[config.mk]
export PLATFORM = sky130hd
export DESIGN_NAME = rv32i_instruction_execute_core
export DESIGN_NICKNAME = d
export VERILOG_FILES = /design/src/hdl/rvx_pkg.sv /design/src/hdl/rv32i_instruction_execute_core.sv /design/src/hdl/rvx_front.sv /design/src/hdl/rvx_back.sv
export SDC_FILE = /design/constraint.sdc
export NUM_CORES = 2
export LEC_CHECK = 0
export BUFFER_PORTS_ARGS = -buffer_cell sky130_fd_sc_hd__buf_2
export CAP_MARGIN = 20
export CORE_UTILIZATION = 30
export CTS_CLUSTER_DIAMETER = 150
export DETAILED_ROUTE_END_ITERATION = 12
export GPL_ROUTABILITY_DRIVEN = 1
export PLACE_DENSITY = 0.52
export RECOVER_POWER = 25
export SYNTH_ARGS = -nofsm -noshare
export SYNTH_HDL_FRONTEND = slang
export SYNTH_HIERARCHICAL = 1
export SYNTH_SLANG_ARGS = --single-unit
[constraint.sdc]
create_clock -name clk -period 30.6 [get_ports clk]
set_input_delay 6.12 -clock clk [delete_from_list [all_inputs] [get_ports clk]]
set_output_delay 6.12 -clock clk [all_outputs]
set_load 0.02 [all_outputs]
[src/hdl/rvx_pkg.sv]
// Package with the types, codes and constants of the RV32I execute core.
package rvx_pkg;

  localparam int RVX_QUEUE_DEPTH = 2;

  localparam logic [31:0] RVX_START_PC_RST = 32'h0000_0000;
  localparam logic [31:0] RVX_MEM_SIZE_RST = 32'h0001_0000;

  localparam logic CFG_START_PC = 1'b0;
  localparam logic CFG_MEM_SIZE = 1'b1;

  localparam logic OP_EXEC = 1'b0;
  localparam logic OP_LOAD_DATA = 1'b1;

  localparam logic [6:0] OPC_OP     = 7'h33;
  localparam logic [6:0] OPC_OPIMM  = 7'h13;
  localparam logic [6:0] OPC_LOAD   = 7'h03;
  localparam logic [6:0] OPC_STORE  = 7'h23;
  localparam logic [6:0] OPC_BRANCH = 7'h63;
  localparam logic [6:0] OPC_JALR   = 7'h67;
  localparam logic [6:0] OPC_JAL    = 7'h6f;
  localparam logic [6:0] OPC_LUI    = 7'h37;
  localparam logic [6:0] OPC_AUIPC  = 7'h17;
  localparam logic [6:0] OPC_FENCE  = 7'h0f;
  localparam logic [6:0] OPC_SYSTEM = 7'h73;

  localparam logic [31:0] INS_ECALL  = 32'h0000_0073;
  localparam logic [31:0] INS_EBREAK = 32'h0010_0073;

  localparam logic [2:0] ST_OK      = 3'd0;
  localparam logic [2:0] ST_ILLEGAL = 3'd1;
  localparam logic [2:0] ST_RANGE   = 3'd2;
  localparam logic [2:0] ST_ECALL   = 3'd3;
  localparam logic [2:0] ST_EBREAK  = 3'd4;
  localparam logic [2:0] ST_FENCE   = 3'd5;

  localparam logic [2:0] PK_NONE = 3'd0;
  localparam logic [2:0] PK_LB   = 3'd1;
  localparam logic [2:0] PK_LH   = 3'd2;
  localparam logic [2:0] PK_LW   = 3'd3;
  localparam logic [2:0] PK_LBU  = 3'd4;
  localparam logic [2:0] PK_LHU  = 3'd5;

  typedef struct packed {
    logic        op;
    logic [31:0] ins;
    logic [31:0] ld;
    logic [31:0] imm;
    logic        bad;
  } uop_t;

  typedef struct packed {
    logic [31:0] next_pc;
    logic        mem_valid;
    logic        mem_write;
    logic [31:0] mem_address;
    logic [1:0]  mem_size;
    logic [31:0] store_data;
    logic [2:0]  status;
  } res_t;

endpackage

[src/hdl/rv32i_instruction_execute_core.sv]
// Top level of the RV32I execute core: decode queue in front of the execute stage.
//
//   port group | dir | payload
//   in_*       | in  | tuser op; tdata instruction, load_data
//   out_*      | out | tdata next_pc .. status, one result per item
//   cfg_*      | in  | index 0 start_pc, 1 memory_size
//
// One item per cycle is sustained while out_tready holds; an item passes from the
// queue to out_tvalid through operand read, then execute into the result register.
// The register file read is registered, with a bypass from the execute stage.
// rst_n is synchronous; after it the pc holds 0 and memory_size 65536.
// A stalled out_tready fills the result register, the execute stage, then the queue,
// then drops in_tready.
module rv32i_instruction_execute_core
  import rvx_pkg::*;
#(
  parameter int QUEUE_DEPTH = RVX_QUEUE_DEPTH
) (
  input  logic         clk,
  input  logic         rst_n,
  input  logic         in_tvalid,
  output logic         in_tready,
  input  logic [63:0]  in_tdata,   // instruction[31:0], load_data[63:32]
  input  logic [0:0]   in_tuser,   // op[0]
  output logic         out_tvalid,
  input  logic         out_tready,
  output logic [103:0] out_tdata,  // next_pc, mem_valid, mem_write, mem_address,
                                   // mem_size, store_data, status, zero pad
  input  logic         cfg_valid,
  output logic         cfg_ready,
  input  logic [0:0]   cfg_index,
  input  logic [31:0]  cfg_data
);

  logic q_valid, q_pop;
  uop_t q_head;
  res_t res;

  assign cfg_ready = 1'b1;

  rvx_front #(.QUEUE_DEPTH(QUEUE_DEPTH)) u_front (
    .clk     (clk),
    .rst_n   (rst_n),
    .in_valid(in_tvalid),
    .in_ready(in_tready),
    .in_op   (in_tuser[0]),
    .in_ins  (in_tdata[31:0]),
    .in_ld   (in_tdata[63:32]),
    .q_valid (q_valid),
    .q_pop   (q_pop),
    .q_head  (q_head)
  );

  rvx_back u_back (
    .clk      (clk),
    .rst_n    (rst_n),
    .q_valid  (q_valid),
    .q_pop    (q_pop),
    .q_head   (q_head),
    .cfg_we   (cfg_valid),
    .cfg_sel  (cfg_index[0]),
    .cfg_wdata(cfg_data),
    .res_valid(out_tvalid),
    .res_ready(out_tready),
    .res      (res)
  );

  assign out_tdata = {1'b0, res.status, res.store_data, res.mem_size, res.mem_address,
                      res.mem_write, res.mem_valid, res.next_pc};

endmodule

[src/hdl/rvx_front.sv]
// Front end: decodes the immediate and legality of each item and queues it.
module rvx_front
  import rvx_pkg::*;
#(
  parameter int QUEUE_DEPTH = RVX_QUEUE_DEPTH
) (
  input  logic        clk,
  input  logic        rst_n,
  input  logic        in_valid,
  output logic        in_ready,
  input  logic        in_op,
  input  logic [31:0] in_ins,
  input  logic [31:0] in_ld,
  output logic        q_valid,
  input  logic        q_pop,
  output uop_t        q_head
);

  localparam int PW = (QUEUE_DEPTH > 1) ? $clog2(QUEUE_DEPTH) : 1;
  localparam int CW = $clog2(QUEUE_DEPTH + 1);
  localparam logic [PW-1:0] PTR_LAST = PW'(QUEUE_DEPTH - 1);
  localparam logic [CW-1:0] CNT_FULL = CW'(QUEUE_DEPTH);

  uop_t          q_r [QUEUE_DEPTH];
  logic [PW-1:0] wr_ptr_r, rd_ptr_r;
  logic [CW-1:0] cnt_r;
  uop_t          dec;
  logic          push;
  logic [6:0]    opc;
  logic [2:0]    f3;
  logic [6:0]    f7;

  always_comb begin
    opc = in_ins[6:0];
    f3  = in_ins[14:12];
    f7  = in_ins[31:25];
    dec.op  = in_op;
    dec.ins = in_ins;
    dec.ld  = in_ld;
    dec.imm = 32'h0;
    dec.bad = 1'b0;
    unique case (opc)
      OPC_OP: begin
        dec.bad = !((f7 == 7'h00) || (f7 == 7'h20 && (f3 == 3'd0 || f3 == 3'd5)));
      end
      OPC_OPIMM: begin
        dec.imm = {{20{in_ins[31]}}, in_ins[31:20]};
        if (f3 == 3'd1) begin
          dec.bad = (f7 != 7'h00);
        end else if (f3 == 3'd5) begin
          dec.bad = (f7 != 7'h00) && (f7 != 7'h20);
        end
      end
      OPC_LOAD: begin
        dec.imm = {{20{in_ins[31]}}, in_ins[31:20]};
        dec.bad = (f3 == 3'd3) || (f3 > 3'd5);
      end
      OPC_STORE: begin
        dec.imm = {{20{in_ins[31]}}, in_ins[31:25], in_ins[11:7]};
        dec.bad = (f3 > 3'd2);
      end
      OPC_BRANCH: begin
        dec.imm = {{19{in_ins[31]}}, in_ins[31], in_ins[7], in_ins[30:25],
                   in_ins[11:8], 1'b0};
        dec.bad = (f3 == 3'd2) || (f3 == 3'd3);
      end
      OPC_JALR: begin
        dec.imm = {{20{in_ins[31]}}, in_ins[31:20]};
        dec.bad = (f3 != 3'd0);
      end
      OPC_JAL: begin
        dec.imm = {{11{in_ins[31]}}, in_ins[31], in_ins[19:12], in_ins[20],
                   in_ins[30:21], 1'b0};
      end
      OPC_LUI, OPC_AUIPC: begin
        dec.imm = {in_ins[31:12], 12'h000};
      end
      OPC_FENCE: begin
        dec.bad = (f3 != 3'd0);
      end
      OPC_SYSTEM: begin
        dec.bad = (in_ins != INS_ECALL) && (in_ins != INS_EBREAK);
      end
      default: begin
        dec.bad = 1'b1;
      end
    endcase
    if (in_op == OP_LOAD_DATA) begin
      dec.bad = 1'b0;
    end
  end

  assign in_ready = (cnt_r != CNT_FULL);
  assign push     = in_valid && in_ready;
  assign q_valid  = (cnt_r != '0);
  assign q_head   = q_r[rd_ptr_r];

  always_ff @(posedge clk) begin
    if (push) begin
      q_r[wr_ptr_r] <= dec;
    end
  end

  always_ff @(posedge clk) begin
    if (!rst_n) begin
      wr_ptr_r <= '0;
      rd_ptr_r <= '0;
      cnt_r    <= '0;
    end else begin
      if (push) begin
        wr_ptr_r <= (wr_ptr_r == PTR_LAST) ? '0 : wr_ptr_r + 1'b1;
      end
      if (q_pop) begin
        rd_ptr_r <= (rd_ptr_r == PTR_LAST) ? '0 : rd_ptr_r + 1'b1;
      end
      cnt_r <= cnt_r + CW'(push) - CW'(q_pop);
    end
  end

endmodule

[src/hdl/rvx_back.sv]
// Back end: register file, program counter, execute stage and result register.
module rvx_back
  import rvx_pkg::*;
(
  input  logic        clk,
  input  logic        rst_n,
  input  logic        q_valid,
  output logic        q_pop,
  input  uop_t        q_head,
  input  logic        cfg_we,
  input  logic        cfg_sel,
  input  logic [31:0] cfg_wdata,
  output logic        res_valid,
  input  logic        res_ready,
  output res_t        res
);

  logic [31:0] rf_mem_r [32];
  logic [31:0] rf_vld_r;
  logic [31:0] a_mem_r, b_mem_r, a_fv_r, b_fv_r;
  logic        a_ok_r, b_ok_r, a_fwd_r, b_fwd_r;
  uop_t        e_r;
  logic        e_valid_r;
  logic [31:0] pc_r, msize_r;
  logic [4:0]  pend_dest_r;
  logic [2:0]  pend_kind_r;
  logic        halted_r;
  res_t        out_r;
  logic        out_valid_r;

  logic        e_fire, e_load;
  logic [31:0] a, b, opd2, alu, npc, pc4, ldv;
  logic [4:0]  rd, rs1, rs2, sh;
  logic [2:0]  f3;
  logic        wr_en, take, halt_set;
  logic [4:0]  wr_addr;
  logic [31:0] wr_data;
  logic [4:0]  pend_dest_nxt;
  logic [2:0]  pend_kind_nxt;
  res_t        r;

  assign e_fire = e_valid_r && (!out_valid_r || res_ready);
  assign e_load = q_valid && (!e_valid_r || e_fire);
  assign q_pop  = e_load;
  assign rs1    = q_head.ins[19:15];
  assign rs2    = q_head.ins[24:20];

  assign a = a_fwd_r ? a_fv_r : (a_ok_r ? a_mem_r : 32'h0);
  assign b = b_fwd_r ? b_fv_r : (b_ok_r ? b_mem_r : 32'h0);

  always_comb begin
    rd   = e_r.ins[11:7];
    f3   = e_r.ins[14:12];
    pc4  = pc_r + 32'd4;
    opd2 = (e_r.ins[6:0] == OPC_OP) ? b : e_r.imm;
    sh   = opd2[4:0];
    unique case (f3)
      3'd0: alu = (e_r.ins[6:0] == OPC_OP && e_r.ins[30]) ? a - b : a + opd2;
      3'd1: alu = a << sh;
      3'd2: alu = {31'h0, $signed(a) < $signed(opd2)};
      3'd3: alu = {31'h0, a < opd2};
      3'd4: alu = a ^ opd2;
      3'd5: alu = e_r.ins[30] ? 32'($signed(a) >>> sh) : a >> sh;
      3'd6: alu = a | opd2;
      default: alu = a & opd2;
    endcase
    unique case (pend_kind_r)
      PK_LB:   ldv = {{24{e_r.ld[7]}}, e_r.ld[7:0]};
      PK_LH:   ldv = {{16{e_r.ld[15]}}, e_r.ld[15:0]};
      PK_LBU:  ldv = {24'h0, e_r.ld[7:0]};
      PK_LHU:  ldv = {16'h0, e_r.ld[15:0]};
      default: ldv = e_r.ld;
    endcase

    r             = '0;
    npc           = pc4;
    wr_en         = 1'b0;
    wr_addr       = rd;
    wr_data       = alu;
    take          = 1'b0;
    halt_set      = 1'b0;
    pend_dest_nxt = pend_dest_r;
    pend_kind_nxt = pend_kind_r;

    if (halted_r) begin
      npc      = pc_r;
      r.status = (pc_r > msize_r) ? ST_RANGE : ST_ILLEGAL;
    end else if (e_r.op == OP_LOAD_DATA) begin
      npc = pc_r;
      if (pend_kind_r != PK_NONE) begin
        wr_en         = 1'b1;
        wr_addr       = pend_dest_r;
        wr_data       = ldv;
        pend_dest_nxt = '0;
        pend_kind_nxt = PK_NONE;
      end
    end else if (e_r.bad) begin
      npc           = pc_r;
      r.status      = ST_ILLEGAL;
      halt_set      = 1'b1;
      pend_dest_nxt = '0;
      pend_kind_nxt = PK_NONE;
    end else begin
      pend_dest_nxt = '0;
      pend_kind_nxt = PK_NONE;
      unique case (e_r.ins[6:0])
        OPC_OP, OPC_OPIMM: wr_en = 1'b1;
        OPC_LOAD: begin
          r.mem_valid   = 1'b1;
          r.mem_address = a + e_r.imm;
          r.mem_size    = f3[1:0];
          pend_dest_nxt = rd;
          unique case (f3)
            3'd0: pend_kind_nxt = PK_LB;
            3'd1: pend_kind_nxt = PK_LH;
            3'd2: pend_kind_nxt = PK_LW;
            3'd4: pend_kind_nxt = PK_LBU;
            default: pend_kind_nxt = PK_LHU;
          endcase
        end
        OPC_STORE: begin
          r.mem_valid   = 1'b1;
          r.mem_write   = 1'b1;
          r.mem_address = a + e_r.imm;
          r.mem_size    = f3[1:0];
          unique case (f3)
            3'd0: r.store_data = {24'h0, b[7:0]};
            3'd1: r.store_data = {16'h0, b[15:0]};
            default: r.store_data = b;
          endcase
        end
        OPC_BRANCH: begin
          unique case (f3)
            3'd0: take = (a == b);
            3'd1: take = (a != b);
            3'd4: take = $signed(a) < $signed(b);
            3'd5: take = !($signed(a) < $signed(b));
            3'd6: take = a < b;
            default: take = a >= b;
          endcase
          if (take) begin
            npc = pc_r + e_r.imm;
          end
        end
        OPC_JALR: begin
          npc     = (a + e_r.imm) & 32'hffff_fffe;
          wr_en   = 1'b1;
          wr_data = pc4;
        end
        OPC_JAL: begin
          npc     = pc_r + e_r.imm;
          wr_en   = 1'b1;
          wr_data = pc4;
        end
        OPC_LUI: begin
          wr_en   = 1'b1;
          wr_data = e_r.imm;
        end
        OPC_AUIPC: begin
          wr_en   = 1'b1;
          wr_data = pc_r + e_r.imm;
        end
        OPC_FENCE: r.status = ST_FENCE;
        default: r.status = (e_r.ins == INS_ECALL) ? ST_ECALL : ST_EBREAK;
      endcase
      if (npc > msize_r) begin
        r.status = ST_RANGE;
        halt_set = 1'b1;
      end
    end
    r.next_pc = npc;
    if (wr_addr == 5'd0 || !e_fire) begin
      wr_en = 1'b0;
    end
  end

  always_ff @(posedge clk) begin
    if (wr_en) begin
      rf_mem_r[wr_addr] <= wr_data;
    end
    if (e_load) begin
      a_mem_r <= rf_mem_r[rs1];
      b_mem_r <= rf_mem_r[rs2];
      a_fv_r  <= wr_data;
      b_fv_r  <= wr_data;
      a_ok_r  <= rf_vld_r[rs1];
      b_ok_r  <= rf_vld_r[rs2];
      a_fwd_r <= wr_en && (wr_addr == rs1);
      b_fwd_r <= wr_en && (wr_addr == rs2);
      e_r     <= q_head;
    end
    if (e_fire) begin
      out_r <= r;
    end
  end

  always_ff @(posedge clk) begin
    if (!rst_n) begin
      rf_vld_r    <= '0;
      e_valid_r   <= 1'b0;
      out_valid_r <= 1'b0;
      pc_r        <= RVX_START_PC_RST;
      msize_r     <= RVX_MEM_SIZE_RST;
      pend_dest_r <= '0;
      pend_kind_r <= PK_NONE;
      halted_r    <= 1'b0;
    end else begin
      if (wr_en) begin
        rf_vld_r[wr_addr] <= 1'b1;
      end
      if (e_load) begin
        e_valid_r <= 1'b1;
      end else if (e_fire) begin
        e_valid_r <= 1'b0;
      end
      if (e_fire) begin
        out_valid_r <= 1'b1;
      end else if (res_ready) begin
        out_valid_r <= 1'b0;
      end
      if (e_fire) begin
        pend_dest_r <= pend_dest_nxt;
        pend_kind_r <= pend_kind_nxt;
        if (!halted_r && !e_r.bad) begin
          pc_r <= npc;
        end
        if (halt_set) begin
          halted_r <= 1'b1;
        end
      end
      if (cfg_we) begin
        if (cfg_sel == CFG_START_PC) begin
          pc_r        <= cfg_wdata;
          halted_r    <= 1'b0;
          pend_dest_r <= '0;
          pend_kind_r <= PK_NONE;
        end else begin
          msize_r <= cfg_wdata;
        end
      end
    end
  end

  assign res_valid = out_valid_r;
  assign res       = out_r;

endmodule

==> results.txt <==
- Status: finished with violations
- The checks that failed: max-capacitance violations, max-slew violations.
* Count of instances resized after the clock tree is built: 0
- In the global route stage, met1 resource usage came out at 29.8%.
- Peak Freq: 65.8 MHz
- The cell family contributing the most delay on the critical path is buffers and inverters.
- 210 I/O pins were placed.
- Final Routed Wirelength: 331 mm
* Static leakage: 33.7 nW
- Endpoint of the worst hold-timing path: u_back/msize_r[6]
- Min-Delay Path Class: reg2reg
- The smallest clock period supported by the final layout is computed as 15,190 ps.
- Crit path buffers/inverters: 3
* Width of the die: 545 microns
* Total of hold buffers inserted after clock tree synthesis: 0
- Gr usage total: 21.9%
* Antenna violations before repair: 41
- Hold Violations, Final: 0
- Counting stages on the worst path, the most repeated cell is sky130_fd_sc_hd__clkbuf_1.
- Final layout net count: 6,839
* Routed via count: 60,900
- The worst setup path is captured at a flop.
- GRT met3 Usage: 3.75%
- Walking the worst path, the cells encountered are mux2_1 > clkbuf_1 > clkbuf_1 > clkbuf_1 > mux4_2 > mux4_2 > mux2_1.
* Worst setup SP type: flop
* Number of max-capacitance violations reported: 44
- Effective utilization at floorplan: 30.3%
- WS Path Type: reg2reg
* First-iteration detailed-routing DRC count: 7,128
- The core region is 292,000 sq um.
- TritonCTS built the clock tree.
- Number of setup buffers added after CTS: 0
- In this run the most critical hold path is launched from u_back/msize_r[6].
- Clock-pin slew was measured on the worst setup and hold paths at 60 ps.
- For the worst setup path, the data arrival time is 15,810 ps.
- Fraction of final layout cells with drive strength greater than 1: 21.8%
* Die Ht: 545 microns
- Share of flip-flops with an asynchronous set or reset: 0%
- The Yosys step of the flow raised 6 warnings.
- Post-detail-place hpwl: 233 mm
- Max Buffers Root-to-Sink: 4
- Clock insertion delay at the later pin of the skew report: 910 ps
* Post-layout worst setup margin: 15,410 ps
- Power spread over the standard cell area amounts to 113 nW/um^2.
- Setup violations remaining at the end of the flow were counted as 0.
- Post-synth top flop: sky130_fd_sc_hd__edfxtp_1
- Delay contributed by the slowest stage of the critical path: 3550 ps
- Measured against its own limit, the worst slew margin works out to -226%.
- Buffers inserted during clock tree synthesis total 184.
- The final-report max-slew violation count was 1,749.
* DP Worst Slack: 19,620 ps
- Slew @ Worst Pin: 4890 ps
* Maximum number of pins on one net before global-route repair: 89
- The number of global-route vias before repair came to 59,400.
* Floorplan die area: 297,000 sq um
- Top fanout value on the critical path: 88
- Setup repair after global routing missed its margin: no
- The area growth from synthesis to layout is 13.4%.
- Cell at the root of the clock tree: sky130_fd_sc_hd__clkbuf_16
- Number of unique standard cell types used by synthesis: 108
- For this run, global-route usage on met2 was measured as 34.5%.
* Worst clock skew: 148 ps
- After global routing the overflow that remains totals 0.
- After floorplanning, the core was divided into 198 placement rows.
- Post-route ant nets: 0
- First-pass GRT wire length: 462 mm
- In the routed layout, each cell is associated on average with a via count of 5.78.
* Number of flip-flops and latches in the synthesized netlist: 1,633
- Worst hold path cell count: 2
- Detailed-route wire length per cell: 31.5 microns
- In this run the cell area of the synthesized design comes to 88,300 sq um.
* TritonRoute pass-1 iters: 8
* Final-layout setup total negative slack: 0 ps
* DRC errors left: 0
* Number of I/O port buffers: 207
- In this run the mean area of a mapped cell was 14.1 sq um.
* Endpoint of the worst register-to-register path: u_back/b_mem_r[12]
- Endpoint required time on the critical path: 31,220 ps
* Clk sinks: 1,633
- Slowest library cell on the worst path: sky130_fd_sc_hd__mux2_1
- Most congested layer reported by global routing: met2
* Number of flops mapped to enable cells by yosys: 1,521
- Htree depth: 4
* Count of fill cells added during filler insertion: 28,500
* Routability-driven placement congestion ratio: 1.02
- In the synthesized netlist, the number of instances is 6,282.
- For the worst flop-to-flop path, the logic depth is 7.
- Sequential fraction of the synthesis area: 54.2%
* Highest ir drop seen on vdd: 0.0781 mV
* Share of the clock period used by the worst path: 49.7%
- In this run the register-to-register setup slack is 15,410 ps.
[where the power goes]
part	internal, mW	total [mW]	switching, mW
sequential	3.23	3.44	0.208
clock	1.24	2.15	0.909
combinational	1.92	5.72	3.80
total	6.39	11.3	4.92
[Yosys cell counts, drive strengths merged (14+ instances only)]
master | count | share of area (%)
o31ai | 34 | 0.31
or2 | 17 | 0.12
nand3 | 148 | 0.84
nor3 | 86 | 0.50
and4 | 14 | 0.14
a221oi | 20 | 0.23
nor2 | 427 | 1.8
buf | 159 | 0.85
nand2b | 38 | 0.27
or3 | 19 | 0.14
a22oi | 62 | 0.53
clkbuf | 272 | 1.2
dfxtp | 112 | 2.5
a31oi | 41 | 0.29
nand4 | 49 | 0.37
nor2b | 26 | 0.19
o21a | 52 | 0.44
inv | 162 | 0.69
edfxtp | 1521 | 52
a211oi | 64 | 0.57
a22o | 54 | 0.54
a21boi | 20 | 0.17
xor2 | 72 | 0.71
ha | 258 | 3.7
a21oi | 375 | 2.2
mux2 | 189 | 2.4
o22ai | 39 | 0.28
o221ai | 41 | 0.42
nor4 | 31 | 0.22
a21o | 105 | 0.89
and2 | 41 | 0.29
nand2 | 366 | 1.6
and3 | 24 | 0.17
o211ai | 89 | 0.76
mux2i | 78 | 0.88
o21ai | 227 | 1.3
mux4 | 667 | 17
o21bai | 24 | 0.20
xnor2 | 81 | 0.80
nand3b | 14 | 0.12
[worst min-delay path, cell delays in order, from the launching register on]
cell                      delay [ps]
sky130_fd_sc_hd__dfxtp_1         310
sky130_fd_sc_hd__nand2_1          50
sky130_fd_sc_hd__a21oi_1          50
[worst max-delay path by stage]
stage | from | to | slack (ps) | depth (start not counted)
final | flop | u_back/b_mem_r[12] | 15410 | 7
after global routing | flop | u_back/b_mem_r[0] | 14750 | 7
after CTS | out_tready | u_back/rf_mem_r[16][27] | 20440 | 10
after detailed placement | out_tready | u_back/rf_mem_r[19][3] | 19620 | 10
after global placement | out_tready | u_back/rf_mem_r[17][14] | 19720 | 10
after floorplan | out_tready | u_front/cnt_r[1] | 7430 | 8
[state kept, by name, summed over array words and instances (netlist names), 2 cells and up, named ones only]
name and cells:
u_back/b_fv_r 32, u_back/pend_kind_r 3, u_back/pc_r 32, u_back/b_mem_r 32, u_front/cnt_r 2, u_back/pend_dest_r 5
u_back/e_r 98, u_back/res 103, u_back/rf_mem_r 1024, u_back/rf_vld_r 32, u_back/a_mem_r 32, u_back/msize_r 32
u_front/q_r 196
[metrics by stage]
step                      utilization (%)  instances  power, mW  hold slack, ps  cell area (sq um)
after floorplan                         -       6313       6.80             436              88500
after global placement               32.4      10200       9.02             442              94700
after detailed placement             32.4      10200       9.04             448              94700
after CTS                            34.4      10500       11.2             457             100000
after global routing                 34.3      10500       11.8             475             100000
final                                34.3      10500       11.3             457             100000
[logic make-up (layout without fill, tap and decap cells)]
family | Yosys count | after routing | share of synthesized area, %
compound gates | 1376 | 1376 | 10.4
xor+xnor | 153 | 153 | 1.52
fa+ha+maj | 262 | 262 | 3.75
buf+inv | 593 | 895 | 2.70
flops | 1633 | 1633 | 54.2
mux | 934 | 934 | 20.3
other cells | 3 | 47 | 0.0127
simple gates | 1328 | 1328 | 7.07
[metal layers]
layer  up-vias  routed length [microns]  share of wire (%)
met5         -                      103              0.031
met3       520                    27600                8.3
met2      2894                   152000                 46
met4        16                    16100                4.9
met1     31800                   136000                 41
li1      25600                        -                  -
[layout make-up]
class | count | area [sq um] | share of cell area [%]
inverter | 162 | 611 | 0.610
multi-input combinational | 4087 | 38600 | 38.5
clock inverter | 95 | 860 | 0.858
tap | 3900 | 4880 | 4.87
antenna | 13 | 32.5 | 0.0325
clock buffer | 232 | 4900 | 4.89
sequential | 1633 | 47900 | 47.8
timing repair buffer | 406 | 2390 | 2.39
[cell usage in the layout (no fill, tap or decap), drive strengths merged, types with 89 or more instances in the layout]
cell type,n
edfxtp,1521
mux4,667
nor2,427
a21oi,375
nand2,366
clkbuf,327
buf,311
ha,258
o21ai,227
mux2,189
inv,169
nand3,148
dfxtp,112
a21o,105
o211ai,89
Power figures use the tool's default switching activity.
